[src/sv/jacm_pkg.sv]
// Shared types and constants for the joystick axis to camera mapper.
// Used by jacm_axis_mem, joystick_axis_camera_mapper_top and the bench; depends on nothing.
package jacm_pkg;

	// Item modes
	localparam logic [2:0] MODE_SAMPLE  = 3'd0;
	localparam logic [2:0] MODE_BEGIN   = 3'd1;
	localparam logic [2:0] MODE_CANCEL  = 3'd2;
	localparam logic [2:0] MODE_SET     = 3'd3;
	localparam logic [2:0] MODE_RESTORE = 3'd4;

	// Configuration register indexes
	localparam logic [1:0] CFG_AXIS_COUNT   = 2'd0;
	localparam logic [1:0] CFG_DEFAULT_TILT = 2'd1;
	localparam logic [1:0] CFG_DEFAULT_ZOOM = 2'd2;
	localparam logic [1:0] CFG_THRESHOLD    = 2'd3;

	// Configuration reset values
	localparam logic [3:0]  RST_AXIS_COUNT   = 4'd8;
	localparam logic [2:0]  RST_DEFAULT_TILT = 3'd0;
	localparam logic [2:0]  RST_DEFAULT_ZOOM = 3'd1;
	localparam logic [15:0] RST_THRESHOLD    = 16'd16384;

	// Mapping after reset: defaults are always valid because the axis count is at least two
	localparam logic signed [3:0] AXIS_NONE      = -4'sd1;
	localparam logic signed [3:0] RST_TILT_AXIS  = 4'sd0;
	localparam logic signed [3:0] RST_ZOOM_AXIS  = 4'sd1;

	// Percent scaling
	localparam logic [23:0]       PCT_SCALE = 24'd100;
	localparam logic [15:0]       POS_DEN   = 16'd32767;
	localparam logic signed [7:0] PCT_MAX   = 8'sd100;
	localparam logic signed [7:0] PCT_MIN   = -8'sd100;

	typedef struct packed {
		logic [2:0]         mode;
		logic [2:0]         axis_index;
		logic signed [15:0] axis_value;
		logic               target;
	} jacm_req_t;

	typedef struct packed {
		logic              tilt_update;
		logic signed [7:0] tilt_percent;
		logic              zoom_update;
		logic signed [7:0] zoom_percent;
		logic              value_changed;
		logic              learning;
		logic              learn_target;
		logic              mapping_changed;
		logic signed [3:0] tilt_axis_out;
		logic signed [3:0] zoom_axis_out;
	} jacm_rsp_t;

	// One axis entry of the state memory
	typedef struct packed {
		logic signed [15:0] last;
		logic               seen;
		logic signed [15:0] base;
		logic               base_ok;
	} jacm_entry_t;

endpackage

[src/sv/joystick_axis_camera_mapper_top.sv]
// Joystick axis to camera tilt/zoom mapper, top level.
// Depends on jacm_pkg and jacm_axis_mem.
//
// Each request on in_req is either an axis sample or a command (begin learn,
// cancel learn, set mapping, restore defaults) and yields exactly one result
// on out_rsp. The block takes one request per cycle when out_ready stays high.
// A result is offered in the output register after its request passes stage one. The accepting
// edge launches the registered read of the per-axis state memory (last value,
// seen flag, learn baseline). The commit edge, taken once the output register is free,
// computes the step, writes the entry back and registers the result. A request for the
// axis that the previous request just wrote gets that write forwarded, so
// back-to-back samples of one axis need no bubble. Tilt and zoom mappings,
// their last percents and the learn flags live in flip-flops. Learn baselines
// are taken lazily: begin learn clears one bit per axis, and the first sample
// of an axis in that session copies its stored value into the baseline.
// The state is ready right after reset; there is no clearing pass.
// Configuration writes are taken at any time on cfg_valid and must only be
// issued while no request is in flight.
module joystick_axis_camera_mapper_top import jacm_pkg::*; #(
	parameter int NUM_AXES = 8
) (
	input  logic       clk,
	input  logic       arst_n,
	input  logic       in_valid,
	output logic       in_ready,
	input  jacm_req_t  in_req,
	output logic       out_valid,
	input  logic       out_ready,
	output jacm_rsp_t  out_rsp,
	input  logic       cfg_valid,
	output logic       cfg_ready,
	input  logic [1:0] cfg_index,
	input  logic [15:0] cfg_data
);

	localparam int AW = $clog2(NUM_AXES);
	localparam int XW = (AW > 3) ? AW : 3;
	localparam int CW = $clog2(NUM_AXES + 16);

	typedef struct packed {
		logic              chg;
		logic signed [3:0] tilt;
		logic signed [3:0] zoom;
	} map_t;

	// Configuration registers
	logic [3:0]  axis_count_q;
	logic [2:0]  def_tilt_q;
	logic [2:0]  def_zoom_q;
	logic [15:0] thresh_q;

	// Scalar state
	logic              learn_on_q;
	logic              learn_for_q;
	logic signed [3:0] tilt_axis_q;
	logic signed [3:0] zoom_axis_q;
	logic signed [7:0] tilt_pct_q;
	logic signed [7:0] zoom_pct_q;
	logic [NUM_AXES-1:0] fresh_q;

	// Stage one: request whose memory read is in flight
	logic              s1_valid_q;
	jacm_req_t         req_s1;
	logic signed [7:0] pct_s1;

	logic          accept;
	logic          commit;
	logic [XW-1:0] in_x;
	logic [XW-1:0] s1_x;
	logic [AW-1:0] in_addr;
	logic [AW-1:0] s1_addr;
	logic [CW-1:0] eff_cnt;
	logic          idx_ok;
	jacm_entry_t   ent;
	jacm_entry_t   wr_ent;
	logic          mem_we;

	logic signed [3:0] dflt_tilt;
	logic signed [3:0] dflt_zoom;
	logic signed [3:0] sidx;
	logic signed [15:0] base;
	logic               base_ok;
	logic [16:0]        dif;
	logic [16:0]        absd;
	map_t               map_res;

	logic              n_learn_on;
	logic              n_learn_for;
	logic signed [3:0] n_tilt;
	logic signed [3:0] n_zoom;
	logic signed [7:0] n_tilt_pct;
	logic signed [7:0] n_zoom_pct;
	logic              f_tilt;
	logic              f_zoom;
	logic              f_map;
	logic              vchg;
	logic              do_stop;
	logic              fresh_set;
	logic              fresh_clr;

	// Scale a raw sample to percent, truncated toward zero
	function automatic logic signed [7:0] to_percent(input logic signed [15:0] raw);
		logic [16:0] mag;
		logic [23:0] prod;
		logic [7:0]  q;
		logic [15:0] rem;
		mag  = raw[15] ? (~{raw[15], raw} + 17'd1) : {1'b0, raw};
		prod = 24'(mag) * PCT_SCALE;
		q    = {1'b0, prod[21:15]};
		// Divide by 32767 for positive values (quotient by 32768 plus one correction step), by 32768 for negative ones
		rem  = {1'b0, prod[14:0]} + 16'(q);
		if (!raw[15] && (rem >= POS_DEN)) begin
			q = q + 8'd1;
		end
		return raw[15] ? $signed(8'd0 - q) : $signed(q);
	endfunction

	// Assign an axis to tilt or zoom, swapping on conflict
	function automatic map_t apply_map(input logic is_tilt, input logic signed [3:0] idx,
			input logic signed [3:0] t, input logic signed [3:0] z);
		map_t r;
		r.chg  = 1'b0;
		r.tilt = t;
		r.zoom = z;
		if (!((is_tilt && (t == idx)) || (!is_tilt && (z == idx)))) begin
			r.chg = 1'b1;
			if (is_tilt) begin
				if (z == idx) r.zoom = t;
				r.tilt = idx;
			end else begin
				if (t == idx) r.tilt = z;
				r.zoom = idx;
			end
			if (r.tilt == r.zoom) begin
				if (is_tilt) r.zoom = AXIS_NONE;
				else r.tilt = AXIS_NONE;
			end
		end
		return r;
	endfunction

	// Configuration port
	assign cfg_ready = 1'b1;

	always_ff @(posedge clk or negedge arst_n) begin
		if (!arst_n) begin
			axis_count_q <= RST_AXIS_COUNT;
			def_tilt_q   <= RST_DEFAULT_TILT;
			def_zoom_q   <= RST_DEFAULT_ZOOM;
			thresh_q     <= RST_THRESHOLD;
		end else if (cfg_valid) begin
			unique case (cfg_index)
				CFG_AXIS_COUNT:   axis_count_q <= cfg_data[3:0];
				CFG_DEFAULT_TILT: def_tilt_q   <= cfg_data[2:0];
				CFG_DEFAULT_ZOOM: def_zoom_q   <= cfg_data[2:0];
				CFG_THRESHOLD:    thresh_q     <= cfg_data;
			endcase
		end
	end

	// Effective axis count and default mapping
	always_comb begin
		eff_cnt = (CW'(axis_count_q) > CW'(NUM_AXES)) ? CW'(NUM_AXES) : CW'(axis_count_q);
		dflt_tilt = (CW'(def_tilt_q) < eff_cnt) ? $signed({1'b0, def_tilt_q}) : AXIS_NONE;
		dflt_zoom = (CW'(def_zoom_q) < eff_cnt) ? $signed({1'b0, def_zoom_q}) : AXIS_NONE;
		if (dflt_zoom == dflt_tilt) begin
			dflt_zoom = AXIS_NONE;
		end
	end

	// Handshake: advance stage one when the output register frees up
	assign commit   = s1_valid_q && (!out_valid || out_ready);
	assign in_ready = !s1_valid_q || commit;
	assign accept   = in_valid && in_ready;

	assign in_x    = XW'(in_req.axis_index);
	assign in_addr = in_x[AW-1:0];
	assign s1_x    = XW'(req_s1.axis_index);
	assign s1_addr = s1_x[AW-1:0];

	always_ff @(posedge clk or negedge arst_n) begin
		if (!arst_n) begin
			s1_valid_q <= 1'b0;
		end else if (accept) begin
			s1_valid_q <= 1'b1;
		end else if (commit) begin
			s1_valid_q <= 1'b0;
		end
	end

	// Percent needs only the request, so compute it on entry
	always_ff @(posedge clk) begin
		if (accept) begin
			req_s1 <= in_req;
			pct_s1 <= to_percent(in_req.axis_value);
		end
	end

	jacm_axis_mem #(
		.DEPTH(NUM_AXES)
	) u_axis_mem (
		.clk     (clk),
		.arst_n  (arst_n),
		.rd_en   (accept),
		.rd_addr (in_addr),
		.wr_en   (mem_we),
		.wr_addr (s1_addr),
		.wr_data (wr_ent),
		.rd_data (ent)
	);

	// Stage two: compute the step from the entry and the scalar state
	always_comb begin
		idx_ok  = CW'(req_s1.axis_index) < eff_cnt;
		sidx    = $signed({1'b0, req_s1.axis_index});
		// A stale baseline in this learn session is the value held at its start
		base    = (learn_on_q && !fresh_q[s1_addr]) ? ent.last : ent.base;
		base_ok = (learn_on_q && !fresh_q[s1_addr]) ? ent.seen : ent.base_ok;
		dif     = {req_s1.axis_value[15], req_s1.axis_value} - {base[15], base};
		absd    = dif[16] ? (17'd0 - dif) : dif;
		map_res = apply_map(!learn_for_q, sidx, tilt_axis_q, zoom_axis_q);

		n_learn_on  = learn_on_q;
		n_learn_for = learn_for_q;
		n_tilt      = tilt_axis_q;
		n_zoom      = zoom_axis_q;
		n_tilt_pct  = tilt_pct_q;
		n_zoom_pct  = zoom_pct_q;
		f_tilt      = 1'b0;
		f_zoom      = 1'b0;
		f_map       = 1'b0;
		vchg        = 1'b0;
		do_stop     = 1'b0;
		fresh_set   = 1'b0;
		fresh_clr   = 1'b0;
		mem_we      = 1'b0;
		wr_ent.last    = req_s1.axis_value;
		wr_ent.seen    = 1'b1;
		wr_ent.base    = base;
		wr_ent.base_ok = base_ok;

		unique case (req_s1.mode)
			MODE_SAMPLE: begin
				if (idx_ok) begin
					mem_we    = commit;
					fresh_set = learn_on_q;
					vchg      = ent.last != req_s1.axis_value;
					if (vchg && learn_on_q) begin
						if (!ent.seen || !base_ok) begin
							wr_ent.base    = req_s1.axis_value;
							wr_ent.base_ok = 1'b1;
						end else if (absd >= {1'b0, thresh_q}) begin
							// Capture: map the axis and end learn mode
							if (map_res.chg) begin
								do_stop = 1'b1;
								f_map   = 1'b1;
								n_tilt  = map_res.tilt;
								n_zoom  = map_res.zoom;
							end
							n_learn_on  = 1'b0;
							n_learn_for = 1'b0;
						end
					end else if (vchg) begin
						if (sidx == tilt_axis_q) begin
							if (pct_s1 != tilt_pct_q) begin
								n_tilt_pct = pct_s1;
								f_tilt     = 1'b1;
							end
						end else if (sidx == zoom_axis_q) begin
							if (pct_s1 != zoom_pct_q) begin
								n_zoom_pct = pct_s1;
								f_zoom     = 1'b1;
							end
						end
					end
				end
			end
			MODE_BEGIN: begin
				if (eff_cnt != '0) begin
					do_stop     = 1'b1;
					n_learn_on  = 1'b1;
					n_learn_for = req_s1.target;
					fresh_clr   = 1'b1;
				end
			end
			MODE_CANCEL: begin
				n_learn_on  = 1'b0;
				n_learn_for = 1'b0;
			end
			MODE_SET: begin
				if (idx_ok) begin
					n_learn_on  = 1'b0;
					n_learn_for = 1'b0;
					map_res = apply_map(!req_s1.target, sidx, tilt_axis_q, zoom_axis_q);
					if (map_res.chg) begin
						do_stop = 1'b1;
						f_map   = 1'b1;
						n_tilt  = map_res.tilt;
						n_zoom  = map_res.zoom;
					end
				end
			end
			MODE_RESTORE: begin
				n_learn_on  = 1'b0;
				n_learn_for = 1'b0;
				do_stop     = 1'b1;
				if (!((tilt_axis_q == dflt_tilt) && (zoom_axis_q == dflt_zoom))) begin
					f_map  = 1'b1;
					n_tilt = dflt_tilt;
					n_zoom = dflt_zoom;
				end
			end
			default: begin
				// Unused modes: report state with no flags
			end
		endcase

		// Drop any running command to zero
		if (do_stop) begin
			f_tilt     = tilt_pct_q != '0;
			f_zoom     = zoom_pct_q != '0;
			n_tilt_pct = '0;
			n_zoom_pct = '0;
		end
	end

	always_ff @(posedge clk or negedge arst_n) begin
		if (!arst_n) begin
			learn_on_q  <= 1'b0;
			learn_for_q <= 1'b0;
			tilt_axis_q <= RST_TILT_AXIS;
			zoom_axis_q <= RST_ZOOM_AXIS;
			tilt_pct_q  <= '0;
			zoom_pct_q  <= '0;
			fresh_q     <= '0;
			out_valid   <= 1'b0;
		end else begin
			if (commit) begin
				learn_on_q  <= n_learn_on;
				learn_for_q <= n_learn_for;
				tilt_axis_q <= n_tilt;
				zoom_axis_q <= n_zoom;
				tilt_pct_q  <= n_tilt_pct;
				zoom_pct_q  <= n_zoom_pct;
				if (fresh_clr) begin
					fresh_q <= '0;
				end else if (fresh_set) begin
					fresh_q[s1_addr] <= 1'b1;
				end
			end
			if (commit) begin
				out_valid <= 1'b1;
			end else if (out_ready) begin
				out_valid <= 1'b0;
			end
		end
	end

	// Output register holds the result until taken
	always_ff @(posedge clk) begin
		if (commit) begin
			out_rsp.tilt_update     <= f_tilt;
			out_rsp.tilt_percent    <= n_tilt_pct;
			out_rsp.zoom_update     <= f_zoom;
			out_rsp.zoom_percent    <= n_zoom_pct;
			out_rsp.value_changed   <= vchg;
			out_rsp.learning        <= n_learn_on;
			out_rsp.learn_target    <= n_learn_on & n_learn_for;
			out_rsp.mapping_changed <= f_map;
			out_rsp.tilt_axis_out   <= n_tilt;
			out_rsp.zoom_axis_out   <= n_zoom;
		end
	end

	// Tilt and zoom never share an axis
	a_axes_distinct: assert property (@(posedge clk) disable iff (!arst_n)
		(tilt_axis_q != zoom_axis_q) || (tilt_axis_q == AXIS_NONE))
		else $error("tilt and zoom mapped to the same axis");

	// A mapping change leaves both commands stopped
	a_map_stops: assert property (@(posedge clk) disable iff (!arst_n)
		out_valid && out_rsp.mapping_changed |->
			(out_rsp.tilt_percent == '0) && (out_rsp.zoom_percent == '0))
		else $error("mapping changed with a running command");

	// Learn target reads zero outside learn mode
	a_target_idle: assert property (@(posedge clk) disable iff (!arst_n)
		out_valid && !out_rsp.learning |-> !out_rsp.learn_target)
		else $error("learn target set while not learning");

	// Commands stay within the percent range
	a_pct_range: assert property (@(posedge clk) disable iff (!arst_n)
		(tilt_pct_q <= PCT_MAX) && (tilt_pct_q >= PCT_MIN)
			&& (zoom_pct_q <= PCT_MAX) && (zoom_pct_q >= PCT_MIN))
		else $error("percent out of range");

	// A result only appears after a request left stage one
	a_out_from_s1: assert property (@(posedge clk) disable iff (!arst_n)
		$rose(out_valid) |-> $past(s1_valid_q))
		else $error("result without a request in flight");

endmodule

[src/sv/jacm_axis_mem.sv]
// Per-axis state memory: one entry per axis, registered read.
// Depends on jacm_pkg for jacm_entry_t; entries never written read as zero.
module jacm_axis_mem import jacm_pkg::*; #(
	parameter int DEPTH = 8,
	localparam int AW = $clog2(DEPTH)
) (
	input  logic          clk,
	input  logic          arst_n,
	input  logic          rd_en,
	input  logic [AW-1:0] rd_addr,
	input  logic          wr_en,
	input  logic [AW-1:0] wr_addr,
	input  jacm_entry_t   wr_data,
	output jacm_entry_t   rd_data
);

	jacm_entry_t      mem_q [DEPTH];
	jacm_entry_t      rd_q;
	jacm_entry_t      fwd_q;
	logic [DEPTH-1:0] vld_q;
	logic             rd_vld_q;
	logic             fwd_hit_q;

	always_ff @(posedge clk) begin
		if (wr_en) begin
			mem_q[wr_addr] <= wr_data;
		end
		if (rd_en) begin
			rd_q  <= mem_q[rd_addr];
			fwd_q <= wr_data;
		end
	end

	// Valid bits stand in for clearing the array at reset
	always_ff @(posedge clk or negedge arst_n) begin
		if (!arst_n) begin
			vld_q     <= '0;
			rd_vld_q  <= 1'b0;
			fwd_hit_q <= 1'b0;
		end else begin
			if (wr_en) begin
				vld_q[wr_addr] <= 1'b1;
			end
			if (rd_en) begin
				rd_vld_q  <= vld_q[rd_addr];
				fwd_hit_q <= wr_en && (wr_addr == rd_addr);
			end
		end
	end

	// Forward a write that lands in the same cycle as the read
	assign rd_data = fwd_hit_q ? fwd_q : (rd_vld_q ? rd_q : '0);

endmodule

[config.mk]
export PLATFORM = sky130hd
export DESIGN_NAME = joystick_axis_camera_mapper_top
export DESIGN_NICKNAME = d
export VERILOG_FILES = /design/src/sv/jacm_pkg.sv /design/src/sv/joystick_axis_camera_mapper_top.sv /design/src/sv/jacm_axis_mem.sv
export SDC_FILE = /design/constraint.sdc
export NUM_CORES = 1
export LEC_CHECK = 0
export ABC_AREA = 0
export BUFFER_PORTS_ARGS = -buffer_cell sky130_fd_sc_hd__buf_2
export CORE_MARGIN = 2
export CORE_UTILIZATION = 60
export CTS_BUF_LIST = sky130_fd_sc_hd__clkbuf_2 sky130_fd_sc_hd__clkbuf_4 sky130_fd_sc_hd__clkbuf_8
export DETAILED_ROUTE_END_ITERATION = 16
export PLACE_DENSITY = 0.8
export SLEW_MARGIN = 10
export SYNTH_ARGS = -nofsm -noshare
export SYNTH_HDL_FRONTEND = slang
export SYNTH_HIERARCHICAL = 1
export SYNTH_SLANG_ARGS = --single-unit
[constraint.sdc]
create_clock -name clk -period 19 [get_ports clk]
set_input_delay 0.95 -clock clk [delete_from_list [all_inputs] [get_ports clk]]
set_output_delay 0.95 -clock clk [all_outputs]
set_load 0.03 [all_outputs]
==> impl_results.html <==
<table>
<tr><th>Metric</th><th>Value</th></tr>
<tr><th colspan="2">Clocking</th></tr>
<tr><td>Root buffer cell</td><td>sky130_fd_sc_hd__clkbuf_8</td></tr>
<tr><td>Clock tree from TritonCTS</td><td>done</td></tr>
<tr><td>TritonCTS Buffers</td><td>76</td></tr>
<tr><td>Number of cells upsized or downsized after cts</td><td>0</td></tr>
<tr><td>H-tree depth</td><td>3</td></tr>
<tr><td>Source-to-sink clock delay at the later pin of the worst-skew pair</td><td>650 ps</td></tr>
<tr><td>Post-CTS setup buffer count</td><td>0</td></tr>
<tr><td>Number of buffers inserted by hold repair at cts</td><td>0</td></tr>
<tr><td>Clock tree buffer depth</td><td>3</td></tr>
<tr><td>CTS clock-pin slew for the worst setup and hold paths</td><td>60 ps</td></tr>
<tr><td>Number of clock sinks seen by CTS</td><td>between 400 and 500</td></tr>
<tr><th colspan="2">Placed design</th></tr>
<tr><td>Buffers added on ports</td><td>77</td></tr>
<tr><td>Estimated wirelength of the detail-placed design</td><td>37.7 mm</td></tr>
<tr><td>Final weighted congestion of routability-driven global placement</td><td>0.929</td></tr>
<tr><th colspan="2">Routing</th></tr>
<tr><td>Vias/cell</td><td>6.34</td></tr>
<tr><td>Number of design rule violations left after detail routing</td><td>0</td></tr>
<tr><td>Detailed-route via count</td><td>16,144</td></tr>
<tr><td>Detailed Route WL</td><td>58.4 mm</td></tr>
<tr><td>Starting DRT DRC Count</td><td>1,585</td></tr>
<tr><td>Remaining antenna violation count after routing</td><td>0</td></tr>
<tr><td>Number of iterations in the first detailed-routing pass</td><td>6</td></tr>
<tr><td>Average wire per cell in the routed design</td><td>22.9 µm</td></tr>
<tr><th colspan="2">STA</th></tr>
<tr><td>Aggregate negative setup slack</td><td>0 ps</td></tr>
<tr><td>Clock period minus worst slack</td><td>9070 ps</td></tr>
<tr><td>Final Hold Viols</td><td>0</td></tr>
<tr><td>Tightest slew margin relative to the limit</td><td>21.7%</td></tr>
<tr><td>Setup repair after global routing missed its margin</td><td>no</td></tr>
<tr><td>Total setup violations reported at the end of the flow</td><td>0</td></tr>
<tr><td>Final clock period utilization by the worst path</td><td>a little under half</td></tr>
<tr><td>Worst setup skew after layout</td><td>roughly 40 ps</td></tr>
<tr><td>Maximum frequency from static timing analysis</td><td>0.110 GHz</td></tr>
<tr><td>Slew @ Worst Pin</td><td>1180 ps</td></tr>
<tr><td>Number of slew-limit violations in the final report</td><td>0</td></tr>
<tr><th colspan="2">Die</th></tr>
<tr><td>Boundary Pins</td><td>79</td></tr>
<tr><td>Core outline area</td><td>between 0.04 and 0.05 mm²</td></tr>
<tr><td>Die extent in x</td><td>208 µm</td></tr>
<tr><td>Die area</td><td>0.0431 mm²</td></tr>
<tr><td>Number of placement rows</td><td>74</td></tr>
<tr><td>Initial Util</td><td>60.9%</td></tr>
<tr><td>Die height</td><td>208 µm</td></tr>
<tr><th colspan="2">Logic synthesis</th></tr>
<tr><td>Flip-flop and latch count after synthesis</td><td>roughly 470</td></tr>
<tr><td>Fraction of the mapped netlist area in adder cells</td><td>5.70%</td></tr>
<tr><td>Share of synthesized flip-flops with an asynchronous set or reset</td><td>15.2%</td></tr>
<tr><td>Number of library cell types mapped by synthesis</td><td>91</td></tr>
<tr><td>Share of the synthesized area in compound gates (AO/OA/AOI/OAI)</td><td>10.8%</td></tr>
<tr><td>Proportion of netlist area held by the largest area contributor</td><td>about half</td></tr>
<tr><td>Post-Syn Area per Cell</td><td>13.4 µm²</td></tr>
<tr><td>Main combinational cell family by area after synthesis</td><td>multiplexers</td></tr>
<tr><td>Post-synthesis instance area</td><td>0.0249 mm²</td></tr>
<tr><td>Commonest cells post-synth</td><td>sky130_fd_sc_hd__edfxtp_1 (401), sky130_fd_sc_hd__nor2_1 (119), sky130_fd_sc_hd__a21oi_1 (100), sky130_fd_sc_hd__ha_1 (94), sky130_fd_sc_hd__inv_1 (94)</td></tr>
<tr><td>Yosys warning total</td><td>6</td></tr>
<tr><td>Dominant synthesized flop cell</td><td>sky130_fd_sc_hd__edfxtp_1</td></tr>
<tr><td>Dominant cell by count in the synthesized netlist</td><td>sky130_fd_sc_hd__edfxtp_1</td></tr>
<tr><td>Largest area contributor in the netlist</td><td>sky130_fd_sc_hd__edfxtp_1</td></tr>
<tr><td>Number of enable-type register cells in the synthesized netlist</td><td>401</td></tr>
<tr><td>Post-synthesis share of cell area spent on and, or, nand and nor gates</td><td>7.87%</td></tr>
<tr><td>Fraction of the yosys area taken by sequential cells</td><td>55.7%</td></tr>
<tr><td>Mux share of post-synthesis cell area</td><td>12.4%</td></tr>
<tr><td>Largest cells by area after synthesis</td><td>sky130_fd_sc_hd__edfxtp_1 (48%), sky130_fd_sc_hd__dfrtp_1 (6.8%), sky130_fd_sc_hd__mux4_1 (5.5%), sky130_fd_sc_hd__ha_1 (4.7%), sky130_fd_sc_hd__mux2_2 (3.1%)</td></tr>
<tr><td>Xor/xnor share of the synthesized area</td><td>4.41%</td></tr>
<tr><td>Mapped Cells</td><td>1,851</td></tr>
<tr><th colspan="2">Hold path</th></tr>
<tr><td>Min-delay worst type</td><td>reg -&gt; reg</td></tr>
<tr><th colspan="2">GRT</th></tr>
<tr><td>Vias in the first global route</td><td>16,066</td></tr>
<tr><td>Final global-route overflow total</td><td>0</td></tr>
<tr><td>Largest net degree at the start of global routing</td><td>between 70 and 80</td></tr>
<tr><td>Wire length of the first global-routing pass</td><td>between 90 and 100 mm</td></tr>
<tr><td>Antenna violations before repair</td><td>0</td></tr>
<tr><td>Global-route usage over all layers</td><td>27.5%</td></tr>
<tr><th colspan="2">Layout</th></tr>
<tr><td>Area of combinational cells with multiple inputs</td><td>0.0103 mm²</td></tr>
<tr><td>Layout area overhead</td><td>9.84%</td></tr>
<tr><td>Register Area</td><td>0.0138 mm²</td></tr>
<tr><td>Fill count</td><td>2,812</td></tr>
<tr><td>ANT cells</td><td>0</td></tr>
<tr><td>Final nets</td><td>~2,100</td></tr>
<tr><td>Fraction of the core area covered by cells at the end of the flow</td><td>66.9%</td></tr>
<tr><td>Ratio of cells with drive above 1 in the final layout</td><td>17.7%</td></tr>
<tr><th colspan="2">Setup path</th></tr>
<tr><td>CP Max Fanout</td><td>10</td></tr>
<tr><td>Count of buffer and inverter cells on the critical path</td><td>5</td></tr>
<tr><td>WP data required</td><td>19,470 ps</td></tr>
<tr><td>Crit path launch type</td><td>input port</td></tr>
<tr><td>Worst EP arrival</td><td>9540 ps</td></tr>
<tr><td>Library cell contributing the largest single delay on the critical path</td><td>sky130_fd_sc_hd__or4_2</td></tr>
<tr><td>Worst setup path category</td><td>in -&gt; reg</td></tr>
<tr><td>Endpoint class of the critical path</td><td>flop</td></tr>
<tr><td>Largest stage delay on the critical path</td><td>600 ps</td></tr>
<tr><td>Kind of cell with the highest combined delay on the critical path</td><td>compound AO/OA/AOI/OAI gates</td></tr>
<tr><td>Slack of the worst reg-to-reg path</td><td>10,190 ps</td></tr>
<tr><th colspan="2">Status</th></tr>
<tr><td>Status</td><td>finished clean</td></tr>
<tr><th colspan="2">Pwr</th></tr>
<tr><td>Total power per unit cell area</td><td>118 mW/mm²</td></tr>
<tr><td>Combinational group share of total power</td><td>33.0%</td></tr>
<tr><td>P_int</td><td>2.11 mW</td></tr>
<tr><td>Part of the power in registers</td><td>between 30% and 40%</td></tr>
<tr><td>Lkg Pwr</td><td>10.5 nW</td></tr>
<tr><td>Share of total power consumed by net switching</td><td>around a third</td></tr>
<tr><td>Net switching power</td><td>roughly 1.1 mW</td></tr>
<tr><td>Peak ir drop on the vdd network</td><td>between 0.06 and 0.07 mV</td></tr>
<tr><td>Clock share of power</td><td>27.2%</td></tr>
<tr><th colspan="2">Flow run</th></tr>
<tr><td>Number of violations of the max-capacitance limit</td><td>0</td></tr>
</table>
## worst paths after layout
path	start	to	depth (start not counted)
setup / recovery	in_req[1]	pct_s1[4]	32
setup reg to reg	s1_addr[0]	out_rsp[18]	30
max in group asynchronous	arst_n	tilt_pct_q[3]	2
hold reg to reg	u_axis_mem/vld_q[4]	u_axis_mem/vld_q[4]	1
hold / removal	u_axis_mem/vld_q[4]	u_axis_mem/vld_q[4]	1
min in group asynchronous	arst_n	thresh_q[6]	2
## layer usage
metal / GRT usage [%] / wire length (µm) / up-vias
met3: 4.74 / 4320 / 132
met1: 38.5 / 24400 / 7980
met5: 0 / 0 / -
met4: 10.8 / 1990 / 0
met2: 43.5 / 27700 / 688
li1: - / - / 7344
## metrics by stage
step	cell area [µm²]	hold WS (ps)	total power, mW	std cells	setup slack [ps]
6_report	27300	470	3.22	2546	9930
5_1_grt	27300	463	3.41	2546	9280
3_3_place_gp	25800	452	2.32	2407	9540
4_1_cts	27300	440	3.23	2546	10050
3_5_place_dp	25800	455	2.35	2407	9400
2_1_floorplan	24900	439	2.09	1861	10540
## power by group through the flow
stage	clock network (mW)	registers [mW]	logic [mW]
3_5_place_dp	0	1.30	1.05
2_1_floorplan	0	1.27	0.815
6_report	0.876	1.28	1.06
3_3_place_gp	0	1.30	1.03
4_1_cts	0.893	1.28	1.06
5_1_grt	0.934	1.29	1.18
## state kept, by name (all words and copies together), names as in the netlist, 3 cells and up
signal            flops
u_axis_mem/mem_q    272
u_axis_mem/fwd_q     34
u_axis_mem/rd_q      34
out_rsp              30
req_s1               20
thresh_q             16
fresh_q               8
pct_s1                8
tilt_pct_q            8
u_axis_mem/vld_q      8
zoom_pct_q            8
axis_count_q          4
tilt_axis_q           4
zoom_axis_q           4
def_tilt_q            3
def_zoom_q            3
s1_addr               3
## area by class of cell
| cell class | instances | share of cell area [%] |
|---|---|---|
| clock buffer | 105 | 4.72 |
| clock inverter | 34 | 0.894 |
| inverter | 94 | 1.29 |
| multi-input combinational | 1207 | 37.9 |
| sequential | 473 | 50.7 |
| tap | 532 | 2.44 |
| timing repair buffer | 101 | 2.08 |
## cells in the final DEF (no fill, tap or decap), types with 68 or more instances in the layout
| master | n |
|---|---|
| sky130_fd_sc_hd__nand2_1 | 88 |
| sky130_fd_sc_hd__clkbuf_8 | 80 |
| sky130_fd_sc_hd__inv_1 | 94 |
| sky130_fd_sc_hd__nor2_1 | 112 |
| sky130_fd_sc_hd__dfrtp_1 | 68 |
| sky130_fd_sc_hd__ha_1 | 94 |
| sky130_fd_sc_hd__edfxtp_1 | 401 |
| sky130_fd_sc_hd__mux2_2 | 69 |
| sky130_fd_sc_hd__a21oi_1 | 100 |
| sky130_fd_sc_hd__buf_2 | 76 |
## cell families (layout without fill, tap and decap cells)
logic type               count (synthesis)  count (layout)
multiplexers                           193             193
AO/OA/AOI/OAI                          380             380
flip-flops                             473             473
adder cells (fa/ha/maj)                106             106
buffers and inverters                  181             334
XOR/XNOR                               123             123
AND/OR/NAND/NOR                        394             394
other                                    1              11
No activity file was read; power rests on OpenSTA's default activity.
